[config.mk]
export PLATFORM = sky130hd
export DESIGN_NAME = pi_controller_modes_antiwindup
export DESIGN_NICKNAME = d
export VERILOG_FILES = /design/src/rtl/piaw_pkg.sv /design/src/rtl/pi_controller_modes_antiwindup.sv
export SDC_FILE = /design/constraint.sdc
export NUM_CORES = 2
export LEC_CHECK = 0
export ABC_AREA = 1
export BUFFER_PORTS_ARGS = -buffer_cell sky130_fd_sc_hd__clkbuf_2
export CORE_MARGIN = 8
export CORE_UTILIZATION = 25
export CTS_BUF_LIST = sky130_fd_sc_hd__clkbuf_4 sky130_fd_sc_hd__clkbuf_8 sky130_fd_sc_hd__clkbuf_16
export DETAILED_ROUTE_END_ITERATION = 8
export GPL_TIMING_DRIVEN = 0
export PLACE_DENSITY = 0.37
export SKIP_CTS_REPAIR_TIMING = 1
export SLEW_MARGIN = 40
export SYNTH_ARGS = -nofsm -noshare
export SYNTH_HDL_FRONTEND = slang
export SYNTH_SLANG_ARGS = --single-unit
export TNS_END_PERCENT = 100
[constraint.sdc]
create_clock -name clk -period 13 [get_ports clk]
set_clock_uncertainty 0.1 [all_clocks]
set_input_delay 2.6 -clock clk [delete_from_list [all_inputs] [get_ports clk]]
set_output_delay 2.6 -clock clk [all_outputs]
set_load 0.05 [all_outputs]
[src/rtl/piaw_pkg.sv]
// Shared types, constants, microcode table and arithmetic helpers of the PI controller.
package piaw_pkg;

    localparam int VALUE_WIDTH     = 32;
    localparam int TIME_WIDTH      = 48;
    localparam int STEP_WIDTH      = 32;
    localparam int FRAC_BITS       = 16;
    localparam int MUL_WIDTH       = VALUE_WIDTH + 1;
    localparam int PROD_WIDTH      = 2 * VALUE_WIDTH;
    localparam int RND_WIDTH       = PROD_WIDTH - FRAC_BITS;
    localparam int WIDE_WIDTH      = RND_WIDTH + 1;
    localparam int CFG_INDEX_WIDTH = 3;
    localparam int PC_WIDTH        = 4;

    localparam logic signed [VALUE_WIDTH-1:0] VALUE_MAX = {1'b0, {(VALUE_WIDTH-1){1'b1}}};
    localparam logic signed [VALUE_WIDTH-1:0] VALUE_MIN = {1'b1, {(VALUE_WIDTH-1){1'b0}}};
    localparam logic signed [PROD_WIDTH-1:0]  HALF_LSB  = PROD_WIDTH'(1) <<< (FRAC_BITS - 1);

    localparam logic signed [VALUE_WIDTH-1:0] PROP_GAIN_RST     = 32'sd65536;
    localparam logic signed [VALUE_WIDTH-1:0] INTEGRAL_GAIN_RST = 32'sd65536;
    localparam logic signed [VALUE_WIDTH-1:0] OUT_MAX_RST       = 32'sd6553600;
    localparam logic signed [VALUE_WIDTH-1:0] OUT_MIN_RST       = -32'sd6553600;
    localparam logic [STEP_WIDTH-1:0]         MAX_STEP_RST      = 32'd655360;

    typedef enum logic [1:0] {
        MODE_OFF   = 2'd0,
        MODE_RUN   = 2'd1,
        MODE_TRACK = 2'd2,
        MODE_HOLD  = 2'd3
    } mode_t;

    typedef enum logic [1:0] {
        LIM_NONE = 2'd0,
        LIM_HIGH = 2'd1,
        LIM_LOW  = 2'd2
    } limit_t;

    typedef enum logic [CFG_INDEX_WIDTH-1:0] {
        REG_PROP_GAIN     = 3'd0,
        REG_INTEGRAL_GAIN = 3'd1,
        REG_OUT_MAX       = 3'd2,
        REG_OUT_MIN       = 3'd3,
        REG_MAX_STEP      = 3'd4
    } cfg_reg_t;

    typedef enum logic {
        ST_IDLE = 1'b0,
        ST_BUSY = 1'b1
    } state_t;

    // Operand pairing of the shared multiplier.
    typedef enum logic [1:0] {
        MUL_NONE   = 2'd0,
        MUL_PG_ERR = 2'd1,
        MUL_ERR_DT = 2'd2,
        MUL_IG_NYI = 2'd3
    } mul_sel_t;

    typedef enum logic [3:0] {
        ACT_NONE   = 4'd0,
        ACT_ERR_DT = 4'd1,
        ACT_PROP   = 4'd2,
        ACT_STEP   = 4'd3,
        ACT_NYI    = 4'd4,
        ACT_CLAMP  = 4'd5,
        ACT_HOLD   = 4'd6,
        ACT_TRACK  = 4'd7,
        ACT_OFF    = 4'd8,
        ACT_FAULT  = 4'd9
    } act_t;

    typedef enum logic [1:0] {
        JMP_NEXT       = 2'd0,
        JMP_IF_OFF     = 2'd1,
        JMP_IF_FAULT   = 2'd2,
        JMP_HOLD_TRACK = 2'd3
    } jmp_t;

    typedef struct packed {
        act_t                act;
        mul_sel_t            mul;
        jmp_t                jmp;
        logic [PC_WIDTH-1:0] target;
        logic                last;
    } ctl_word_t;

    localparam logic [PC_WIDTH-1:0] PC_ENTRY = 4'd0;
    localparam logic [PC_WIDTH-1:0] PC_GATE  = 4'd1;
    localparam logic [PC_WIDTH-1:0] PC_PROP  = 4'd2;
    localparam logic [PC_WIDTH-1:0] PC_STEP  = 4'd3;
    localparam logic [PC_WIDTH-1:0] PC_NYI   = 4'd4;
    localparam logic [PC_WIDTH-1:0] PC_TERM  = 4'd5;
    localparam logic [PC_WIDTH-1:0] PC_CLAMP = 4'd6;
    localparam logic [PC_WIDTH-1:0] PC_HOLD  = 4'd7;
    localparam logic [PC_WIDTH-1:0] PC_TRACK = 4'd8;
    localparam logic [PC_WIDTH-1:0] PC_OFF   = 4'd9;
    localparam logic [PC_WIDTH-1:0] PC_FAULT = 4'd10;

    // Control store. The hold/track dispatch goes to target for hold and target+1 for track,
    // so PC_TRACK must directly follow PC_HOLD.
    function automatic ctl_word_t ucode(input logic [PC_WIDTH-1:0] pc);
        ctl_word_t w;
        w = '{act: ACT_NONE, mul: MUL_NONE, jmp: JMP_NEXT, target: PC_ENTRY, last: 1'b1};
        unique case (pc)
            PC_ENTRY: w = '{act: ACT_ERR_DT, mul: MUL_NONE,   jmp: JMP_IF_OFF,
                            target: PC_OFF,   last: 1'b0};
            PC_GATE:  w = '{act: ACT_NONE,   mul: MUL_PG_ERR, jmp: JMP_IF_FAULT,
                            target: PC_FAULT, last: 1'b0};
            PC_PROP:  w = '{act: ACT_PROP,   mul: MUL_ERR_DT, jmp: JMP_HOLD_TRACK,
                            target: PC_HOLD,  last: 1'b0};
            PC_STEP:  w = '{act: ACT_STEP,   mul: MUL_NONE,   jmp: JMP_NEXT,
                            target: PC_ENTRY, last: 1'b0};
            PC_NYI:   w = '{act: ACT_NYI,    mul: MUL_NONE,   jmp: JMP_NEXT,
                            target: PC_ENTRY, last: 1'b0};
            PC_TERM:  w = '{act: ACT_NONE,   mul: MUL_IG_NYI, jmp: JMP_NEXT,
                            target: PC_ENTRY, last: 1'b0};
            PC_CLAMP: w = '{act: ACT_CLAMP,  mul: MUL_NONE,   jmp: JMP_NEXT,
                            target: PC_ENTRY, last: 1'b1};
            PC_HOLD:  w = '{act: ACT_HOLD,   mul: MUL_NONE,   jmp: JMP_NEXT,
                            target: PC_ENTRY, last: 1'b1};
            PC_TRACK: w = '{act: ACT_TRACK,  mul: MUL_NONE,   jmp: JMP_NEXT,
                            target: PC_ENTRY, last: 1'b1};
            PC_OFF:   w = '{act: ACT_OFF,    mul: MUL_NONE,   jmp: JMP_NEXT,
                            target: PC_ENTRY, last: 1'b1};
            PC_FAULT: w = '{act: ACT_FAULT,  mul: MUL_NONE,   jmp: JMP_NEXT,
                            target: PC_ENTRY, last: 1'b1};
            default:  w = '{act: ACT_NONE,   mul: MUL_NONE,   jmp: JMP_NEXT,
                            target: PC_ENTRY, last: 1'b1};
        endcase
        return w;
    endfunction

    // Clip a wide signed value to the signed value range.
    function automatic logic signed [VALUE_WIDTH-1:0] sat_value(
        input logic signed [WIDE_WIDTH-1:0] v
    );
        logic signed [VALUE_WIDTH-1:0] r;
        if (v > WIDE_WIDTH'(VALUE_MAX)) begin
            r = VALUE_MAX;
        end else if (v < WIDE_WIDTH'(VALUE_MIN)) begin
            r = VALUE_MIN;
        end else begin
            r = v[VALUE_WIDTH-1:0];
        end
        return r;
    endfunction

    // Round half up and drop the fraction bits of a product.
    function automatic logic signed [RND_WIDTH-1:0] round_q(
        input logic signed [PROD_WIDTH-1:0] p
    );
        logic signed [PROD_WIDTH-1:0] s;
        s = p + HALF_LSB;
        return s[PROD_WIDTH-1:FRAC_BITS];
    endfunction

endpackage

[src/rtl/pi_controller_modes_antiwindup.sv]
// PI controller with off, run, track and hold modes and clamping anti-windup.
//
// One input word is one controller call; it gives exactly one result word. A small
// microprogram drives a datapath built around one shared 33x33 multiplier whose product is
// registered, and the three dependent products of a run call (P gain times error, error
// times time step, integral gain times integral) go through it one after the other. A run
// call runs entry, gate, proportional, step, new integral, term and clamp; track or hold
// ends at its own step after the proportional one, a fault at the fault step after the gate,
// and a call when off or first after off at the off step after entry. A new word is taken
// while the previous result still waits at the output; the last step of the program waits
// until that result has left. Configuration writes are accepted in every cycle and belong
// in idle periods. Values are signed Q16.16; products are rounded half up and saturated.
module pi_controller_modes_antiwindup
(
    input  logic                                    clk,
    input  logic                                    rst_n,

    input  logic                                    cfg_valid,
    output logic                                    cfg_ready,
    input  logic [piaw_pkg::CFG_INDEX_WIDTH-1:0]    cfg_index,
    input  logic [piaw_pkg::VALUE_WIDTH-1:0]        cfg_data,

    input  logic                                    in_valid,
    output logic                                    in_ready,
    input  logic signed [piaw_pkg::VALUE_WIDTH-1:0] setpoint,
    input  logic signed [piaw_pkg::VALUE_WIDTH-1:0] measured,
    input  logic signed [piaw_pkg::VALUE_WIDTH-1:0] track_value,
    input  logic [1:0]                              mode,
    input  logic [piaw_pkg::TIME_WIDTH-1:0]         time_now,

    output logic                                    out_valid,
    input  logic                                    out_ready,
    output logic signed [piaw_pkg::VALUE_WIDTH-1:0] drive,
    output logic signed [piaw_pkg::VALUE_WIDTH-1:0] integral_value,
    output logic signed [piaw_pkg::VALUE_WIDTH-1:0] prop_part,
    output logic [1:0]                              limit_status,
    output logic                                    timing_fault,
    output logic [1:0]                              mode_echo
);

    localparam int VW = piaw_pkg::VALUE_WIDTH;
    localparam int TW = piaw_pkg::TIME_WIDTH;
    localparam int WW = piaw_pkg::WIDE_WIDTH;
    localparam int MW = piaw_pkg::MUL_WIDTH;

    // Configuration registers.
    logic signed [VW-1:0]                  pg_reg, pg_next;
    logic signed [VW-1:0]                  ig_reg, ig_next;
    logic signed [VW-1:0]                  omax_reg, omax_next;
    logic signed [VW-1:0]                  omin_reg, omin_next;
    logic [piaw_pkg::STEP_WIDTH-1:0]       max_step_reg, max_step_next;

    // Controller state.
    logic [TW-1:0]                         last_time_reg, last_time_next;
    logic signed [VW-1:0]                  yi_reg, yi_next;
    logic signed [VW-1:0]                  y_reg, y_next;
    logic signed [VW-1:0]                  yp_reg, yp_next;
    piaw_pkg::mode_t                       prev_mode_reg, prev_mode_next;

    // Sequencer.
    piaw_pkg::state_t                      state_reg, state_next;
    logic [piaw_pkg::PC_WIDTH-1:0]         upc_reg, upc_next;
    piaw_pkg::ctl_word_t                   ctl;
    logic                                  go;
    logic                                  take_branch;

    // Latched call and scratch registers.
    logic signed [VW-1:0]                  sp_reg, sp_next;
    logic signed [VW-1:0]                  ms_reg, ms_next;
    logic signed [VW-1:0]                  tv_reg, tv_next;
    piaw_pkg::mode_t                       mode_reg, mode_next;
    logic [TW-1:0]                         now_reg, now_next;
    logic signed [VW-1:0]                  err_reg, err_next;
    logic [TW-1:0]                         dt_reg, dt_next;
    logic signed [VW-1:0]                  step_reg, step_next;
    logic signed [VW-1:0]                  nyi_reg, nyi_next;
    logic signed [piaw_pkg::PROD_WIDTH-1:0] prod_reg, prod_next;

    // Output word.
    logic                                  out_valid_reg, out_valid_next;
    logic signed [VW-1:0]                  o_drive_reg, o_drive_next;
    logic signed [VW-1:0]                  o_integral_reg, o_integral_next;
    logic signed [VW-1:0]                  o_prop_reg, o_prop_next;
    piaw_pkg::limit_t                      o_limit_reg, o_limit_next;
    logic                                  o_fault_reg, o_fault_next;
    piaw_pkg::mode_t                       o_mode_reg, o_mode_next;

    // Datapath signals.
    logic signed [MW-1:0]                  mul_a;
    logic signed [MW-1:0]                  mul_b;
    logic signed [2*MW-1:0]                prod_full;
    logic signed [piaw_pkg::RND_WIDTH-1:0] rnd;
    logic signed [WW-1:0]                  sum;
    piaw_pkg::limit_t                      limit_cur;
    logic                                  fault_cur;

    assign cfg_ready      = 1'b1;
    assign in_ready       = (state_reg == piaw_pkg::ST_IDLE);
    assign out_valid      = out_valid_reg;
    assign drive          = o_drive_reg;
    assign integral_value = o_integral_reg;
    assign prop_part      = o_prop_reg;
    assign limit_status   = o_limit_reg;
    assign timing_fault   = o_fault_reg;
    assign mode_echo      = o_mode_reg;

    assign ctl = piaw_pkg::ucode(upc_reg);
    // The closing step also loads the output word, so it waits until that is free.
    assign go  = (state_reg == piaw_pkg::ST_BUSY)
                 && (!ctl.last || !out_valid_reg || out_ready);

    always_comb
    begin
        take_branch = 1'b0;
        case (ctl.jmp)
            piaw_pkg::JMP_IF_OFF:
                take_branch = (prev_mode_reg == piaw_pkg::MODE_OFF)
                              || (mode_reg == piaw_pkg::MODE_OFF);
            piaw_pkg::JMP_IF_FAULT:
                take_branch = (dt_reg > TW'(max_step_reg));
            piaw_pkg::JMP_HOLD_TRACK:
                take_branch = (mode_reg == piaw_pkg::MODE_HOLD)
                              || (mode_reg == piaw_pkg::MODE_TRACK);
            default:
                take_branch = 1'b0;
        endcase
    end

    // Sequencer state register.
    always_ff @(posedge clk or negedge rst_n)
    begin
        if (!rst_n)
        begin
            state_reg <= piaw_pkg::ST_IDLE;
            upc_reg   <= piaw_pkg::PC_ENTRY;
        end
        else
        begin
            state_reg <= state_next;
            upc_reg   <= upc_next;
        end
    end

    always_comb
    begin
        state_next = state_reg;
        upc_next   = upc_reg;
        unique case (state_reg)
            piaw_pkg::ST_IDLE:
            begin
                upc_next = piaw_pkg::PC_ENTRY;
                if (in_valid)
                begin
                    state_next = piaw_pkg::ST_BUSY;
                end
            end
            piaw_pkg::ST_BUSY:
            begin
                if (go)
                begin
                    if (ctl.last)
                    begin
                        state_next = piaw_pkg::ST_IDLE;
                        upc_next   = piaw_pkg::PC_ENTRY;
                    end
                    else if (take_branch)
                    begin
                        if ((ctl.jmp == piaw_pkg::JMP_HOLD_TRACK)
                            && (mode_reg == piaw_pkg::MODE_TRACK))
                        begin
                            upc_next = ctl.target + piaw_pkg::PC_WIDTH'(1);
                        end
                        else
                        begin
                            upc_next = ctl.target;
                        end
                    end
                    else
                    begin
                        upc_next = upc_reg + piaw_pkg::PC_WIDTH'(1);
                    end
                end
            end
            default:
            begin
                state_next = piaw_pkg::ST_IDLE;
                upc_next   = piaw_pkg::PC_ENTRY;
            end
        endcase
    end

    // Shared multiplier operands.
    always_comb
    begin
        mul_a = MW'(pg_reg);
        mul_b = MW'(err_reg);
        case (ctl.mul)
            piaw_pkg::MUL_ERR_DT:
            begin
                mul_a = MW'(err_reg);
                mul_b = $signed({1'b0, dt_reg[piaw_pkg::STEP_WIDTH-1:0]});
            end
            piaw_pkg::MUL_IG_NYI:
            begin
                mul_a = MW'(ig_reg);
                mul_b = MW'(nyi_reg);
            end
            default:
            begin
                mul_a = MW'(pg_reg);
                mul_b = MW'(err_reg);
            end
        endcase
    end

    assign prod_full = mul_a * mul_b;
    assign rnd       = piaw_pkg::round_q(prod_reg);
    assign sum       = WW'(yp_reg) + WW'(rnd);

    // Datapath next values.
    always_comb
    begin
        pg_next         = pg_reg;
        ig_next         = ig_reg;
        omax_next       = omax_reg;
        omin_next       = omin_reg;
        max_step_next   = max_step_reg;
        last_time_next  = last_time_reg;
        yi_next         = yi_reg;
        y_next          = y_reg;
        yp_next         = yp_reg;
        prev_mode_next  = prev_mode_reg;
        sp_next         = sp_reg;
        ms_next         = ms_reg;
        tv_next         = tv_reg;
        mode_next       = mode_reg;
        now_next        = now_reg;
        err_next        = err_reg;
        dt_next         = dt_reg;
        step_next       = step_reg;
        nyi_next        = nyi_reg;
        prod_next       = prod_reg;
        out_valid_next  = out_valid_reg;
        o_drive_next    = o_drive_reg;
        o_integral_next = o_integral_reg;
        o_prop_next     = o_prop_reg;
        o_limit_next    = o_limit_reg;
        o_fault_next    = o_fault_reg;
        o_mode_next     = o_mode_reg;
        limit_cur       = piaw_pkg::LIM_NONE;
        fault_cur       = 1'b0;

        if (cfg_valid)
        begin
            unique case (cfg_index)
                piaw_pkg::REG_PROP_GAIN:     pg_next       = $signed(cfg_data);
                piaw_pkg::REG_INTEGRAL_GAIN: ig_next       = $signed(cfg_data);
                piaw_pkg::REG_OUT_MAX:       omax_next     = $signed(cfg_data);
                piaw_pkg::REG_OUT_MIN:       omin_next     = $signed(cfg_data);
                piaw_pkg::REG_MAX_STEP:      max_step_next = cfg_data;
                default:                     pg_next       = pg_reg;
            endcase
        end

        if (in_valid && in_ready)
        begin
            sp_next   = setpoint;
            ms_next   = measured;
            tv_next   = track_value;
            mode_next = piaw_pkg::mode_t'(mode);
            now_next  = time_now;
        end

        if (out_valid_reg && out_ready)
        begin
            out_valid_next = 1'b0;
        end

        if (go)
        begin
            case (ctl.act)
                piaw_pkg::ACT_ERR_DT:
                begin
                    err_next = piaw_pkg::sat_value(WW'(sp_reg) - WW'(ms_reg));
                    // The time difference wraps, so a stamp going backwards is a huge step.
                    dt_next  = now_reg - last_time_reg;
                end
                piaw_pkg::ACT_PROP:
                    yp_next = piaw_pkg::sat_value(WW'(rnd));
                piaw_pkg::ACT_STEP:
                    step_next = piaw_pkg::sat_value(WW'(rnd));
                piaw_pkg::ACT_NYI:
                    nyi_next = piaw_pkg::sat_value(WW'(yi_reg) + WW'(step_reg));
                piaw_pkg::ACT_CLAMP:
                begin
                    // Within the limits the integration step is always kept; at a limit the clamp keeps it only
                    // when it pulls the integral back toward zero from the opposite sign.
                    if (sum > WW'(omax_reg))
                    begin
                        limit_cur = piaw_pkg::LIM_HIGH;
                        y_next    = omax_reg;
                        if (nyi_reg < 0 && step_reg > 0)
                        begin
                            yi_next = nyi_reg;
                        end
                    end
                    else if (sum < WW'(omin_reg))
                    begin
                        limit_cur = piaw_pkg::LIM_LOW;
                        y_next    = omin_reg;
                        if (nyi_reg > 0 && step_reg < 0)
                        begin
                            yi_next = nyi_reg;
                        end
                    end
                    else
                    begin
                        yi_next = nyi_reg;
                        y_next  = sum[VW-1:0];
                    end
                end
                piaw_pkg::ACT_HOLD:
                    yi_next = piaw_pkg::sat_value(WW'(y_reg) - WW'(yp_reg));
                piaw_pkg::ACT_TRACK:
                begin
                    yi_next = piaw_pkg::sat_value(WW'(tv_reg) - WW'(yp_reg));
                    y_next  = tv_reg;
                end
                piaw_pkg::ACT_OFF:
                begin
                    yi_next = '0;
                    y_next  = tv_reg;
                end
                piaw_pkg::ACT_FAULT:
                    fault_cur = 1'b1;
                default:
                    fault_cur = 1'b0;
            endcase

            if (ctl.mul != piaw_pkg::MUL_NONE)
            begin
                prod_next = prod_full[piaw_pkg::PROD_WIDTH-1:0];
            end

            if (ctl.last)
            begin
                last_time_next  = now_reg;
                prev_mode_next  = mode_reg;
                out_valid_next  = 1'b1;
                o_drive_next    = y_next;
                o_integral_next = yi_next;
                o_prop_next     = yp_next;
                o_limit_next    = limit_cur;
                o_fault_next    = fault_cur;
                o_mode_next     = mode_reg;
            end
        end
    end

    // Configuration, controller state and output handshake.
    always_ff @(posedge clk or negedge rst_n)
    begin
        if (!rst_n)
        begin
            pg_reg        <= piaw_pkg::PROP_GAIN_RST;
            ig_reg        <= piaw_pkg::INTEGRAL_GAIN_RST;
            omax_reg      <= piaw_pkg::OUT_MAX_RST;
            omin_reg      <= piaw_pkg::OUT_MIN_RST;
            max_step_reg  <= piaw_pkg::MAX_STEP_RST;
            last_time_reg <= '0;
            yi_reg        <= '0;
            y_reg         <= '0;
            yp_reg        <= '0;
            prev_mode_reg <= piaw_pkg::MODE_OFF;
            out_valid_reg <= 1'b0;
        end
        else
        begin
            pg_reg        <= pg_next;
            ig_reg        <= ig_next;
            omax_reg      <= omax_next;
            omin_reg      <= omin_next;
            max_step_reg  <= max_step_next;
            last_time_reg <= last_time_next;
            yi_reg        <= yi_next;
            y_reg         <= y_next;
            yp_reg        <= yp_next;
            prev_mode_reg <= prev_mode_next;
            out_valid_reg <= out_valid_next;
        end
    end

    // Payload and scratch registers.
    always_ff @(posedge clk)
    begin
        sp_reg         <= sp_next;
        ms_reg         <= ms_next;
        tv_reg         <= tv_next;
        mode_reg       <= mode_next;
        now_reg        <= now_next;
        err_reg        <= err_next;
        dt_reg         <= dt_next;
        step_reg       <= step_next;
        nyi_reg        <= nyi_next;
        prod_reg       <= prod_next;
        o_drive_reg    <= o_drive_next;
        o_integral_reg <= o_integral_next;
        o_prop_reg     <= o_prop_next;
        o_limit_reg    <= o_limit_next;
        o_fault_reg    <= o_fault_next;
        o_mode_reg     <= o_mode_next;
    end

`ifndef SYNTHESIS
    a_idle_pc: assert property (@(posedge clk) disable iff (!rst_n)
        state_reg == piaw_pkg::ST_IDLE |-> upc_reg == piaw_pkg::PC_ENTRY)
        else $error("sequencer idle away from the entry step");

    a_busy_pc: assert property (@(posedge clk) disable iff (!rst_n)
        state_reg == piaw_pkg::ST_BUSY |-> upc_reg <= piaw_pkg::PC_FAULT)
        else $error("step counter outside the program");

    a_accept_busy: assert property (@(posedge clk) disable iff (!rst_n)
        in_valid && in_ready |=> state_reg == piaw_pkg::ST_BUSY && upc_reg == piaw_pkg::PC_ENTRY)
        else $error("accepted word did not start the program");

    a_fault_no_limit: assert property (@(posedge clk) disable iff (!rst_n)
        out_valid && timing_fault |-> limit_status == piaw_pkg::LIM_NONE)
        else $error("timing fault reported together with a clamp");

    a_off_clears: assert property (@(posedge clk) disable iff (!rst_n)
        out_valid && mode_echo == piaw_pkg::MODE_OFF |-> integral_value == '0 && !timing_fault)
        else $error("off call left a nonzero integral or a fault");
`endif

endmodule
==> results.py <==
metrics = {
    "final_layout": {
        "multiInputGateArea_um2": 57700,
        "final_common_cell": "nand2_1",
        "final_util_pct": 28.7,
        "mostFrequentLayoutCells": "2680 x nand2_1, 2097 x inv_1, 1112 x nor2_1",
        "nets": 13200,
        "largest_reg_flops": 49,
        "drive_gt1_share_pct": 7.65,
        "final.fill_count": 37900,
        "area_growth_pct": 14.2,
        "regArea_um2": 21000,
    },
    "timing": {
        "finalSetupViolCount": 0,
        "fin_tns_setup_ps": 0,
        "clock.fmax_mhz": 86.2,
        "maxSlewViolCount": 0,
        "relSlewSlack_pct": 37.3,
        "rsz0062_at_grt": "false",
        "worstMarginPinSlew_ps": 940,
        "hold_viol_final": 0,
        "fin_crit_sh_pct": 89.2,
        "min_period_ps": 11600,
    },
    "routing": {
        "drt_wl_total_mm": 410,
        "drt-initial-drc-count": 5805,
        "routed-wl-met2_mm": 190,
        "drt-met1-wl_mm": 182,
        "drc_errors": 0,
        "postRouteAntennaNets": 0,
        "viasPerCell": 4.66,
        "vias": 75000,
        "wl_per_cell_um": 25.5,
        "wl_met3_mm": 20.8,
        "routed.top_layer": "met5",
        "first_pass_iters": 6,
    },
    "global_route": {
        "first_global_vias": 79000,
        "grt-ovfl-total": 0,
        "grt_max_degree": 79,
        "track_usage_pct": 21.7,
        "grt_pass1_wl_mm": 584,
        "grt_antenna_before_repair": 29,
    },
    "yosys": {
        "ys_warn_count": 0,
        "ys.flop_type": "edfxtp_1",
        "avgSynthCellArea_um2": 8.03,
        "synth_top_cell_by_area": "fa_1",
        "synthArstFlopShare_pct": 41.5,
        "yosys_register_bits": 752,
        "yosysUniqueCellTypes": 66,
        "syn_nets": 12800,
        "synth_edf_count": 440,
        "synth_top_area_share_pct": 25.4,
        "netlist_instances": 10900,
        "seq_area_frac_synth_pct": 24.0,
        "netlist_area_um2": 87600,
        "synth.top_cells.by_area": "fa_1 25%, edfxtp_1 15%, nand2_1 11%, inv_1 9.0%, dfrtp_1 8.4%",
    },
    "clocking": {
        "clock_latency_ps": 770,
        "h-tree-depth": 3,
        "path_clk_slew_ps": 60,
        "max-clock-path-buffers": 3,
        "root_buffer": "clkbuf_16",
        "cts_tree": "yes",
        "numCtsBuffers": 96,
        "cts_sinks": 752,
    },
    "flow_run": {
        "cap_violations": 0,
    },
    "setup_path": {
        "crit_arrival_ps": 12010,
        "crit_type": "reg -> reg",
        "crit_family": "adder cells",
        "timing.rr.end": "prod_reg[61]",
        "r2r_setup_slack_ps": 1400,
        "required_ps": 13410,
        "path_max_fanout": 11,
        "critPathLaunchType": "flip-flop",
        "startpoint": "upc_reg[1]",
        "r2r_cells": 36,
        "r2r_start": "upc_reg[1]",
        "worst-path-stages": 36,
        "crit_path_end_kind": "flip-flop",
        "crit_path_end": "prod_reg[61]",
        "max_stage_delay_ps": 780,
        "crit_buf_inv": 14,
        "critPathSlowestCell": "fa_1",
    },
    "floorplan": {
        "num_rows": 217,
        "core-area_um2": 349000,
        "die_y_um": 608,
        "io_pins": 290,
        "fp.dieW_um": 608,
        "die_area_um2": 370000,
        "initial_utilization_pct": 25.1,
    },
    "placed_design": {
        "portBuffers": 288,
        "hpwl_mm": 355,
        "gp_routability_congestion": 0.953,
    },
    "hold_path": {
        "hold_class": "reg -> reg",
    },
    "outcome": {
        "status": "completed",
    },
}
synth_stat cells, types with 8 or more instances:
cell type     n
dfrtp_1     293
or2_2         8
buf_2        90
inv_2        39
ha_1        569
a221oi_4      8
and2_1       34
nand3b_1     16
inv_1      2100
a221oi_1     14
nor4_1       29
buf_4        17
dfstp_2      19
o21bai_1     29
edfxtp_1    440
o21a_1       29
xor2_1      178
nor2_1     1113
clkbuf_1    203
a21boi_0     14
nand4_1     114
o211ai_1     10
a31oi_1      41
a21o_1       37
nand2_1    2681
buf_1        29
o21ai_0     513
nand3_1     447
xnor2_1      95
a211oi_1      9
a21oi_1     424
a221oi_2     31
fa_1       1110
nor3_1       58
tightest hold or removal path, stage by stage (launching register included):
cell and delay (ps):
edfxtp_1 360, nand2_1 60, o21ai_0 60
per-stage QoR:
step	setup slack (ps)	cell area, µm²	hold WS (ps)	instances
after floorplan	4230	87600	346	10900
after global placement	35.2	94800	361	15800
after detailed placement	1300	96500	373	15900
after CTS	1280	100000	388	16100
after global routing	754	100000	396	16100
final	1400	100000	381	16100
worst min path at each step:
stage,from,endpoint,slack (ps),cells past startpoint
after floorplan,pg_reg[1],pg_reg[1],350,2
after global placement,pg_reg[1],pg_reg[1],360,2
after detailed placement,ig_reg[7],ig_reg[7],370,2
after CTS,ig_reg[7],ig_reg[7],390,2
after global routing,ig_reg[7],ig_reg[7],400,2
final,now_reg[31],last_time_reg[31],380,2
cells by family after synthesis:
family	synth area share, %
other	0.00428
adders and majority gates	33.5
DFF	24.0
buffers and inverters	10.9
and+or+nand+nor	21.0
AOI/OAI and AO/OA	7.96
xor gates and xnor gates	2.73
cell type report:
type | instances | share of cell area, %
Tap cell | 4599 | 5.75
Timing Repair Buffer | 371 | 2.43
Antenna cell | 10 | 0.0250
Inverter | 2142 | 8.04
Multi-Input combinational cell | 7679 | 57.7
Clock inverter | 52 | 0.739
Buffer | 341 | 1.54
Sequential cell | 752 | 21.0
Clock buffer | 130 | 2.76
routing by layer:
| layer | track usage [%] | up-vias |
|---|---|---|
| met5 | 0 | - |
| met4 | 7.68 | 2 |
| met3 | 2.76 | 462 |
| met2 | 36.2 | 2093 |
| met1 | 28.9 | 37700 |
| li1 | - | 34700 |
Power is left out: the tool's default activity adds up to more than one toggle a clock period on the data nets, which glitch-free logic cannot reach.
